$ cat src/sv/assert_macros.svh
// Assertion macros shared by the timer bank RTL.
`ifndef ASSERT_MACROS_SVH
`define ASSERT_MACROS_SVH
`ifndef SYNTHESIS
// Checked on clk_i, ignored while rst_ni is low.
`define STB_ASSERT(lbl, prop, msg) \
  lbl: assert property (@(posedge clk_i) disable iff (!rst_ni) prop) else $error(msg);
// Checked on clk_i at every edge, reset included.
`define STB_ASSERT_ALWAYS(lbl, prop, msg) \
  lbl: assert property (@(posedge clk_i) prop) else $error(msg);
`else
`define STB_ASSERT(lbl, prop, msg)
`define STB_ASSERT_ALWAYS(lbl, prop, msg)
`endif
`endif

$ cat src/sv/stb_pkg.sv
// Types, codes and constants of the timer bank.
package stb_pkg;

  localparam int TIMER_SLOTS_DEF = 8;
  localparam int SLOT_IDX_W      = 4;
  localparam int CFG_ADDR_W      = 2;
  localparam int CFG_DATA_W      = 32;
  localparam int IN_DATA_W       = 64;
  localparam int OUT_DATA_W      = 144;

  localparam logic [11:0] MS_PER_SECOND = 12'd1000;

  // Config register indexes and reset values
  localparam logic [CFG_ADDR_W-1:0] CFG_TICK_RATE     = 2'd0;
  localparam logic [CFG_ADDR_W-1:0] CFG_MS_WHOLE      = 2'd1;
  localparam logic [CFG_ADDR_W-1:0] CFG_MS_FRACTION   = 2'd2;
  localparam logic [9:0]  TICK_RATE_RST     = 10'd10;
  localparam logic [9:0]  MS_WHOLE_RST      = 10'd0;
  localparam logic [31:0] MS_FRACTION_RST   = 32'd429496730;

  // Input commands
  localparam logic [1:0] CMD_TICK   = 2'd0;
  localparam logic [1:0] CMD_CREATE = 2'd1;
  localparam logic [1:0] CMD_REMOVE = 2'd2;
  localparam logic [1:0] CMD_NOP    = 2'd3;

  // Slot modes
  localparam logic [1:0] MODE_FREE     = 2'd0;
  localparam logic [1:0] MODE_ONESHOT  = 2'd1;
  localparam logic [1:0] MODE_PERIODIC = 2'd2;

  typedef enum logic [1:0] {
    KIND_FIRED  = 2'd0,
    KIND_STATUS = 2'd1,
    KIND_CREATE = 2'd2,
    KIND_REMOVE = 2'd3
  } result_kind_e;

  // Controller to datapath
  typedef struct packed {
    logic         latch;    // capture the input beat
    logic         advance;  // step tick counter and ms accumulator
    logic         scan;     // act on the slot under scan if it fires
    logic         mul;      // form period, pick free slot
    logic         create;   // write the picked slot
    logic         remove;   // clear the addressed slot
    logic         emit;     // load the output register
    result_kind_e kind;
    logic         last;
  } stb_cmd_t;

  // Datapath to controller
  typedef struct packed {
    logic hit;       // slot under scan fires
    logic out_free;  // output register can take a beat
  } stb_status_t;

endpackage

$ cat src/sv/stb_ctrl.sv
// Controller: sequences ticks, slot scan, create, remove and no-op status replies.
`include "assert_macros.svh"
module stb_ctrl import stb_pkg::*; #(
  parameter int TIMER_SLOTS = TIMER_SLOTS_DEF,
  localparam int IdxW = (TIMER_SLOTS > 1) ? $clog2(TIMER_SLOTS) : 1
) (
  input  logic            clk_i,
  input  logic            rst_ni,
  input  logic            in_valid_i,
  input  logic [1:0]      in_cmd_i,
  output logic            in_ready_o,
  input  stb_status_t     status_i,
  output stb_cmd_t        cmd_o,
  output logic [IdxW-1:0] scan_idx_o
);

  localparam logic [2:0] ST_IDLE   = 3'd0;
  localparam logic [2:0] ST_SCAN   = 3'd1;
  localparam logic [2:0] ST_STATUS = 3'd2;
  localparam logic [2:0] ST_MUL    = 3'd3;
  localparam logic [2:0] ST_CREATE = 3'd4;
  localparam logic [2:0] ST_REMOVE = 3'd5;

  localparam logic [IdxW-1:0] IdxTop = IdxW'(TIMER_SLOTS - 1);

  logic [2:0]      state_q, state_d;
  logic [IdxW-1:0] idx_q, idx_d;
  logic            accept;

  assign in_ready_o = (state_q == ST_IDLE);
  assign accept     = in_valid_i && in_ready_o;
  assign scan_idx_o = idx_q;

  always_comb begin
    state_d = state_q;
    idx_d   = idx_q;
    cmd_o   = '0;
    cmd_o.kind = KIND_STATUS;
    unique case (state_q)
      ST_IDLE: begin
        if (accept) begin
          cmd_o.latch = 1'b1;
          unique case (in_cmd_i)
            CMD_TICK: begin
              cmd_o.advance = 1'b1;
              idx_d   = IdxTop;
              state_d = ST_SCAN;
            end
            CMD_CREATE: state_d = ST_MUL;
            CMD_REMOVE: state_d = ST_REMOVE;
            default:    state_d = ST_STATUS;
          endcase
        end
      end
      ST_SCAN: begin
        // a firing slot waits for room in the output register
        if (!status_i.hit || status_i.out_free) begin
          cmd_o.scan = 1'b1;
          cmd_o.emit = status_i.hit;
          cmd_o.kind = KIND_FIRED;
          if (idx_q == '0) begin
            state_d = ST_STATUS;
          end else begin
            idx_d = idx_q - 1'b1;
          end
        end
      end
      ST_STATUS: begin
        if (status_i.out_free) begin
          cmd_o.emit = 1'b1;
          cmd_o.last = 1'b1;
          state_d    = ST_IDLE;
        end
      end
      ST_MUL: begin
        cmd_o.mul = 1'b1;
        state_d   = ST_CREATE;
      end
      ST_CREATE: begin
        if (status_i.out_free) begin
          cmd_o.create = 1'b1;
          cmd_o.emit   = 1'b1;
          cmd_o.kind   = KIND_CREATE;
          cmd_o.last   = 1'b1;
          state_d      = ST_IDLE;
        end
      end
      ST_REMOVE: begin
        if (status_i.out_free) begin
          cmd_o.remove = 1'b1;
          cmd_o.emit   = 1'b1;
          cmd_o.kind   = KIND_REMOVE;
          cmd_o.last   = 1'b1;
          state_d      = ST_IDLE;
        end
      end
      default: state_d = ST_IDLE;
    endcase
  end

  always_ff @(posedge clk_i or negedge rst_ni) begin
    if (!rst_ni) begin
      state_q <= ST_IDLE;
      idx_q   <= '0;
    end else begin
      state_q <= state_d;
      idx_q   <= idx_d;
    end
  end

  `STB_ASSERT(a_scan_holds, (state_q == ST_SCAN && status_i.hit && !status_i.out_free) |=> (state_q == ST_SCAN && $stable(idx_q)), "scan moved past a stalled fire")
  `STB_ASSERT(a_last_ends, (cmd_o.emit && cmd_o.last) |=> (state_q == ST_IDLE), "final beat did not end the item")
  `STB_ASSERT(a_fire_not_last, (cmd_o.emit && cmd_o.kind == KIND_FIRED) |-> !cmd_o.last, "fire beat marked last")

endmodule

$ cat src/sv/stb_dp.sv
// Datapath: config, slot table, time accumulators and output register.
`include "assert_macros.svh"
module stb_dp import stb_pkg::*; #(
  parameter int TIMER_SLOTS = TIMER_SLOTS_DEF,
  localparam int IdxW = (TIMER_SLOTS > 1) ? $clog2(TIMER_SLOTS) : 1
) (
  input  logic                  clk_i,
  input  logic                  rst_ni,
  input  logic                  cfg_we_i,
  input  logic [CFG_ADDR_W-1:0] cfg_addr_i,
  input  logic [CFG_DATA_W-1:0] cfg_wdata_i,
  input  logic [IN_DATA_W-1:0]  in_data_i,
  input  stb_cmd_t              cmd_i,
  input  logic [IdxW-1:0]       scan_idx_i,
  output stb_status_t           status_o,
  output logic                  out_valid_o,
  input  logic                  out_ready_i,
  output logic [OUT_DATA_W-1:0] out_data_o,
  output logic [1:0]            out_kind_o,
  output logic                  out_last_o
);

  // Config
  logic [9:0]  tpm_q, mwhole_q;
  logic [31:0] mfrac_q;

  always_ff @(posedge clk_i or negedge rst_ni) begin
    if (!rst_ni) begin
      tpm_q    <= TICK_RATE_RST;
      mwhole_q <= MS_WHOLE_RST;
      mfrac_q  <= MS_FRACTION_RST;
    end else if (cfg_we_i) begin
      unique case (cfg_addr_i)
        CFG_TICK_RATE:    tpm_q    <= cfg_wdata_i[9:0];
        CFG_MS_WHOLE:     mwhole_q <= cfg_wdata_i[9:0];
        CFG_MS_FRACTION:  mfrac_q  <= cfg_wdata_i;
        default: ;
      endcase
    end
  end

  // Captured input beat
  logic [19:0] delay_q;
  logic        oneshot_q;
  logic [31:0] uarg_q;
  logic [3:0]  id_q;

  always_ff @(posedge clk_i) begin
    if (cmd_i.latch) begin
      delay_q   <= in_data_i[19:0];
      oneshot_q <= in_data_i[20];
      uarg_q    <= in_data_i[52:21];
      id_q      <= in_data_i[56:53];
    end
  end

  // Time accumulators
  logic [31:0] tick_q;
  logic [31:0] frac_q;
  logic [10:0] whole_q;
  logic [63:0] sec_q;
  logic [32:0] frac_sum;
  logic [11:0] whole_sum;
  logic        roll;

  assign frac_sum  = {1'b0, frac_q} + {1'b0, mfrac_q};
  assign whole_sum = {1'b0, whole_q} + {11'd0, frac_sum[32]} + {2'd0, mwhole_q};
  assign roll      = (whole_sum >= MS_PER_SECOND);

  always_ff @(posedge clk_i or negedge rst_ni) begin
    if (!rst_ni) begin
      tick_q  <= '0;
      frac_q  <= '0;
      whole_q <= '0;
      sec_q   <= '0;
    end else if (cmd_i.advance) begin
      tick_q  <= tick_q + 32'd1;
      frac_q  <= frac_sum[31:0];
      whole_q <= roll ? 11'(whole_sum - MS_PER_SECOND) : whole_sum[10:0];
      if (roll) begin
        sec_q <= sec_q + 64'd1;
      end
    end
  end

  // Slot table
  logic [1:0]  mode_q     [TIMER_SLOTS];
  logic [31:0] deadline_q [TIMER_SLOTS];
  logic [31:0] period_q   [TIMER_SLOTS];
  logic [31:0] arg_q      [TIMER_SLOTS];

  logic [1:0]      sel_mode;
  logic [31:0]     sel_dl;
  logic            hit;
  logic            fire;
  logic [29:0]     prod_q;
  logic            found_q, found;
  logic [IdxW-1:0] fidx_q, fidx;
  logic            rm_ok;
  logic [IdxW-1:0] rm_idx;

  assign sel_mode = mode_q[scan_idx_i];
  assign sel_dl   = deadline_q[scan_idx_i];
  assign hit      = (sel_dl != '0) && (sel_dl <= tick_q) &&
                    ((sel_mode == MODE_ONESHOT) || (sel_mode == MODE_PERIODIC));
  assign fire     = cmd_i.scan && hit;
  assign rm_ok    = ({1'b0, id_q} < 5'(TIMER_SLOTS));
  assign rm_idx   = id_q[IdxW-1:0];

  // highest free slot wins
  always_comb begin
    found = 1'b0;
    fidx  = '0;
    for (int i = 0; i < TIMER_SLOTS; i++) begin
      if (mode_q[i] == MODE_FREE) begin
        found = 1'b1;
        fidx  = IdxW'(i);
      end
    end
  end

  always_ff @(posedge clk_i) begin
    if (cmd_i.mul) begin
      prod_q  <= 30'(delay_q) * 30'(tpm_q);
      found_q <= found;
      fidx_q  <= fidx;
    end
  end

  always_ff @(posedge clk_i or negedge rst_ni) begin
    if (!rst_ni) begin
      for (int i = 0; i < TIMER_SLOTS; i++) begin
        mode_q[i]     <= MODE_FREE;
        deadline_q[i] <= '0;
      end
    end else begin
      if (fire) begin
        if (sel_mode == MODE_ONESHOT) begin
          mode_q[scan_idx_i]     <= MODE_FREE;
          deadline_q[scan_idx_i] <= '0;
        end else begin
          deadline_q[scan_idx_i] <= tick_q + period_q[scan_idx_i];
        end
      end
      if (cmd_i.create && found_q) begin
        mode_q[fidx_q]     <= oneshot_q ? MODE_ONESHOT : MODE_PERIODIC;
        deadline_q[fidx_q] <= tick_q + {2'd0, prod_q};
      end
      if (cmd_i.remove && rm_ok) begin
        mode_q[rm_idx]     <= MODE_FREE;
        deadline_q[rm_idx] <= '0;
      end
    end
  end

  always_ff @(posedge clk_i) begin
    if (cmd_i.create && found_q) begin
      period_q[fidx_q] <= {2'd0, prod_q};
      arg_q[fidx_q]    <= uarg_q;
    end
  end

  // Output register
  logic         out_valid_q;
  result_kind_e out_kind_q;
  logic         out_last_q;
  logic [3:0]   out_slot_q, slot_d;
  logic [31:0]  out_arg_q, arg_d;
  logic         out_ok_q, ok_d;
  logic [31:0]  out_tick_q;
  logic [10:0]  out_ms_q;
  logic [63:0]  out_sec_q;
  logic         out_free;

  assign out_free = !out_valid_q || out_ready_i;

  always_comb begin
    slot_d = '0;
    arg_d  = '0;
    ok_d   = 1'b0;
    case (cmd_i.kind)
      KIND_FIRED: begin
        slot_d = 4'(scan_idx_i);
        arg_d  = arg_q[scan_idx_i];
      end
      KIND_CREATE: begin
        slot_d = found_q ? 4'(fidx_q) : 4'd0;
        ok_d   = found_q;
      end
      KIND_REMOVE: begin
        slot_d = id_q;
        ok_d   = rm_ok;
      end
      default: ;
    endcase
  end

  always_ff @(posedge clk_i or negedge rst_ni) begin
    if (!rst_ni) begin
      out_valid_q <= 1'b0;
    end else if (cmd_i.emit) begin
      out_valid_q <= 1'b1;
    end else if (out_ready_i) begin
      out_valid_q <= 1'b0;
    end
  end

  always_ff @(posedge clk_i) begin
    if (cmd_i.emit) begin
      out_kind_q <= cmd_i.kind;
      out_last_q <= cmd_i.last;
      out_slot_q <= slot_d;
      out_arg_q  <= arg_d;
      out_ok_q   <= ok_d;
      out_tick_q <= tick_q;
      out_ms_q   <= whole_q;
      out_sec_q  <= sec_q;
    end
  end

  assign status_o.hit      = hit;
  assign status_o.out_free = out_free;
  assign out_valid_o = out_valid_q;
  assign out_kind_o  = out_kind_q;
  assign out_last_o  = out_last_q;
  assign out_data_o  = {out_sec_q, out_ms_q, out_tick_q, out_ok_q, out_arg_q, out_slot_q};

  `STB_ASSERT(a_emit_room, cmd_i.emit |-> out_free, "beat loaded over an untaken beat")
  `STB_ASSERT(a_fire_emits, (cmd_i.scan && hit) |-> cmd_i.emit, "slot fired without a beat")
  `STB_ASSERT_ALWAYS(a_no_adv_busy, (cmd_i.advance && rst_ni) |-> cmd_i.latch, "advance outside accept")

endmodule

$ cat src/sv/software_timer_bank.sv
// Top level of the timer bank: stream ports, config port, controller and datapath.
// Tick: accept (counters advance), scan of all slots from the top down, status beat;
//   a result beat waits while the output register is full.
// Create: accept, period multiply, slot write and reply; remove, no-op: accept, reply.
// Next command beat is taken the cycle after the final result beat loads.
// rst_ni low clears slots to free, counters to zero, config to defaults; no clear pass.
module software_timer_bank import stb_pkg::*; #(
  parameter int TIMER_SLOTS = TIMER_SLOTS_DEF
) (
  input  logic                  clk_i,
  input  logic                  rst_ni,
  // Config write port
  input  logic                  cfg_we_i,
  input  logic [CFG_ADDR_W-1:0] cfg_addr_i,
  input  logic [CFG_DATA_W-1:0] cfg_wdata_i,
  // Command stream
  input  logic                  s_axis_tvalid,
  output logic                  s_axis_tready,
  // delay_ms[19:0], one_shot[20], user_arg[52:21], slot_id[56:53], zero pad
  input  logic [IN_DATA_W-1:0]  s_axis_tdata,
  // command[1:0]
  input  logic [1:0]            s_axis_tuser,
  // Result stream
  output logic                  m_axis_tvalid,
  input  logic                  m_axis_tready,
  // slot_index[3:0], fired_arg[35:4], success[36], tick_count[68:37],
  // ms_within_second[79:69], seconds[143:80]
  output logic [OUT_DATA_W-1:0] m_axis_tdata,
  // result_kind[1:0]
  output logic [1:0]            m_axis_tuser,
  output logic                  m_axis_tlast
);

  localparam int IdxW = (TIMER_SLOTS > 1) ? $clog2(TIMER_SLOTS) : 1;

  stb_cmd_t        cmd;
  stb_status_t     status;
  logic [IdxW-1:0] scan_idx;

  // Controller sees command code, handshake and status; payload goes to the datapath.
  stb_ctrl #(
    .TIMER_SLOTS (TIMER_SLOTS)
  ) u_ctrl (
    .clk_i      (clk_i),
    .rst_ni     (rst_ni),
    .in_valid_i (s_axis_tvalid),
    .in_cmd_i   (s_axis_tuser),
    .in_ready_o (s_axis_tready),
    .status_i   (status),
    .cmd_o      (cmd),
    .scan_idx_o (scan_idx)
  );

  // Datapath owns the slot table and the output register, so the next
  // command beat is taken while the last result beat still waits.
  stb_dp #(
    .TIMER_SLOTS (TIMER_SLOTS)
  ) u_dp (
    .clk_i       (clk_i),
    .rst_ni      (rst_ni),
    .cfg_we_i    (cfg_we_i),
    .cfg_addr_i  (cfg_addr_i),
    .cfg_wdata_i (cfg_wdata_i),
    .in_data_i   (s_axis_tdata),
    .cmd_i       (cmd),
    .scan_idx_i  (scan_idx),
    .status_o    (status),
    .out_valid_o (m_axis_tvalid),
    .out_ready_i (m_axis_tready),
    .out_data_o  (m_axis_tdata),
    .out_kind_o  (m_axis_tuser),
    .out_last_o  (m_axis_tlast)
  );

endmodule
$ cat config.mk
export PLATFORM = sky130hd
export DESIGN_NAME = software_timer_bank
export DESIGN_NICKNAME = d
export VERILOG_FILES = /design/src/sv/stb_pkg.sv /design/src/sv/stb_ctrl.sv /design/src/sv/stb_dp.sv /design/src/sv/software_timer_bank.sv
export VERILOG_INCLUDE_DIRS = /design/src /design/src/sv
export SDC_FILE = /design/constraint.sdc
export NUM_CORES = 2
export LEC_CHECK = 0
export BUFFER_PORTS_ARGS = -buffer_cell sky130_fd_sc_hd__buf_4
export CAP_MARGIN = 30
export CORE_MARGIN = 2
export CORE_UTILIZATION = 45
export CTS_CLUSTER_DIAMETER = 200
export DETAILED_ROUTE_END_ITERATION = 6
export HOLD_SLACK_MARGIN = 0.06
export MAX_ROUTING_LAYER = met4
export PLACE_DENSITY = 0.65
export SETUP_SLACK_MARGIN = 0.4
export SLEW_MARGIN = 20
export SYNTH_ARGS = -nofsm -noshare
export SYNTH_HDL_FRONTEND = slang
export SYNTH_SLANG_ARGS = --single-unit
export TNS_END_PERCENT = 30
$ cat constraint.sdc
create_clock -name clk_i -period 14.7 [get_ports clk_i]
set_input_delay 1.47 -clock clk_i [delete_from_list [all_inputs] [get_ports clk_i]]
set_output_delay 1.47 -clock clk_i [all_outputs]
set_load 0.1 [all_outputs]
==> run metrics <==
Die X=373 um; htree depth=4; cts hold-fix bufs=0; CTS root buffer=clkbuf_16; final hold violations=0; chip height=373 um; number of global-route vias before repair=43100; Clock Sinks=1204; layout cells sized above 1=0.143; Rows=135; Worst-Skew Late Latency=0.77 ns; full die area=139000 um2; DPL Wire Length=112000 um; hold slack final=0.460 ns; crit share post-route=0.504; main area contributors after synthesis=edfxtp_1 36%, dfrtp_1 18%, fa_1 4.8%; Clock power frac=0.174; initial antenna violation count=5; register area share after synthesis=0.551; post-synth top area cell=edfxtp_1; synth-to-layout area growth=13.2%; CTS tree=yes; synthesized area=61400 um2; largest net degree at the start of global routing=127; Pre-antenna DRT Iters=7; routability cong.=0.931; setup_tns=0 ns; floorplan core area=135000 um2; Worst Tran Pin Value=1.11 ns; nets=5791; WL final=181000 um; Power Total=0.0187 W; worst setup path class=reg2reg; IO buf count=246; number of synthesized flops with an enable pin=734; number of synthesized register bits=1204; Main synth FF type=edfxtp_1; max_cap viols=0; ys async rst share=0.390; Psw=0.00846 W; Worst-path clk slew=0.06 ns; Fmax achieved=135 MHz; clock tree buffer depth=3; GR Util All Layers=0.263; Yosys cell types=83; post-synth top area share=0.359; Pint=0.0103 W; pins over their slew limit=0; total grt overflow=0; Slew headroom=0.259; most common cell in the synthesized netlist=edfxtp_1; flop2flop setup slack=7.29 ns; Filler cells=11600; Final Setup Violations=0; initial detailed-routing violation count=4948; number of I/O pins=254; Worst EP arrival=7.78 ns; routed vias=44000; most frequent cells after synthesis=734 x edfxtp_1, 515 x nand2_1, 453 x dfrtp_1; syn_nets=5619; Resize count post-CTS=0; DR vias/cell=6.10; syn_area_per_cell=11.9 um2; CP endpoint kind=register; startpoint types=register; failing checks=DRC; post-route ant nets=0; Worst Skew=0.0307 ns; Mapped Cells=5163; crit path time final=7.41 ns; pwr/cell area=270 nW/um2; sequential share of power=0.285; HP Class=reg2reg; Leakage=28.1 nW; routed length per placed instance=25.0 um; peak fanout along the critical path=126; WP data required=15.07 ns; starting density of the core=0.453; clock buffer count from CTS=131; status=complete, but fails checks; Post-route DRC=16; synth warn=0; RSZ-0062 raised after global routing=false; VDD IR max=358 uV; switch share=0.451; Setup Fix Bufs, Post-CTS=0; Comb power frac=0.541; first-pass GRT wire length=271000 um
-- through the flow --
step                cells  setup WS [ns]  utilization  area [um2]
global placement     6961           7.52        0.480       65000
finish               7221           7.29        0.513       69500
CTS                  7209           7.39        0.512       69400
global route         7221           6.94        0.513       69500
floorplan            5163           3.56            -       61400
detailed placement   6974           7.41        0.481       65200
-- placed cells by master (no fill, tap or decap), types with 61 or more instances in the layout --
cell type	n
a211oi_1	124
a21o_1	74
a21oi_1	192
a221oi_1	74
a22oi_1	128
a311oi_1	61
and2_1	130
buf_4	335
clkbuf_16	136
dfrtp_1	450
edfxtp_1	734
fa_1	147
ha_1	203
inv_1	215
mux2_2	111
mux2i_1	159
nand2_1	508
nand3_1	100
nand4_1	86
nor2_1	322
nor3_1	64
o21ai_0	179
xnor2_1	120
xor2_1	81
-- sequential cells by signal, summed over array words and instances, names as in the netlist, 20 cells and up --
register / flops
u_dp.arg_q: 256
u_dp.deadline_q: 256
u_dp.delay_q: 20
u_dp.frac_q: 32
u_dp.mfrac_q: 32
u_dp.out_arg_q: 32
u_dp.out_sec_q: 64
u_dp.out_tick_q: 32
u_dp.period_q: 240
u_dp.prod_q: 30
u_dp.sec_q: 64
u_dp.tick_q: 32
u_dp.uarg_q: 32
-- per-layer routing --
layer  track usage  routed length [um]  vias up
met1         0.345               73800    22100
met3        0.0537               16500      426
met5             -                   0        -
met2         0.405               83900     2169
li1              -                   -    19400
met4        0.0957                6590        0
-- worst paths after layout --
path,startpoint,cells past startpoint,end
setup / recovery,u_ctrl.scan_idx_o[2],15,u_dp.out_sec_q[51]
hold / removal,u_dp.sec_q[13],0,u_dp.out_sec_q[13]
setup reg to reg,u_ctrl.scan_idx_o[2],15,u_dp.out_sec_q[51]
hold reg to reg,u_dp.sec_q[13],0,u_dp.out_sec_q[13]
max in group asynchronous,rst_ni,3,u_ctrl.scan_idx_o[1]
min in group asynchronous,rst_ni,1,u_dp.frac_q[23]
-- critical path, stage by stage, from the launching register on --
cell	delay [ns]
dfrtp_4	0.83
buf_4	0.84
and2_1	0.44
buf_4	0.35
a22oi_1	0.14
o22ai_1	0.46
ha_1	0.35
nand4_1	0.15
a21oi_1	0.07
a211oi_1	0.35
nand2_1	0.17
o21a_1	0.43
nor3_1	0.62
nor2b_1	0.20
nor2_4	0.70
buf_12	0.45
-- area by class of cell --
cell class              instances  area, um2  share of cell area
flip-flops and latches       1204      33800               0.487
multi-input cells            3422      25600               0.369
clock buffers                 181       3680              0.0530
repair buffers                349       2730              0.0393
well taps                    1781       2230              0.0321
inverters                     227        863              0.0124
clock inverters                54        536             0.00770
diodes                          3       7.51            0.000108
-- logic make-up after synthesis --
logic type,Yosys count,synth area share
AND/OR/NAND/NOR,1447,0.111
buffers and inverters,537,0.0348
AO/OA/AOI/OAI,1120,0.127
flip-flops,1204,0.551
adder cells (fa/ha/maj),351,0.0895
XOR/XNOR,202,0.0288
multiplexers,302,0.0576
-- power by group through the flow --
stage / Sequential (W) / Clock [W] / Combinational, W
5_1_grt: 0.00541 / 0.00344 / 0.0112
3_5_place_dp: 0.00538 / 0 / 0.0100
2_1_floorplan: 0.00630 / 0 / 0.00652
3_3_place_gp: 0.00536 / 0 / 0.00984
4_1_cts: 0.00532 / 0.00330 / 0.0101
6_report: 0.00534 / 0.00326 / 0.0101
Note: power is estimated with default switching activity, not from simulation.
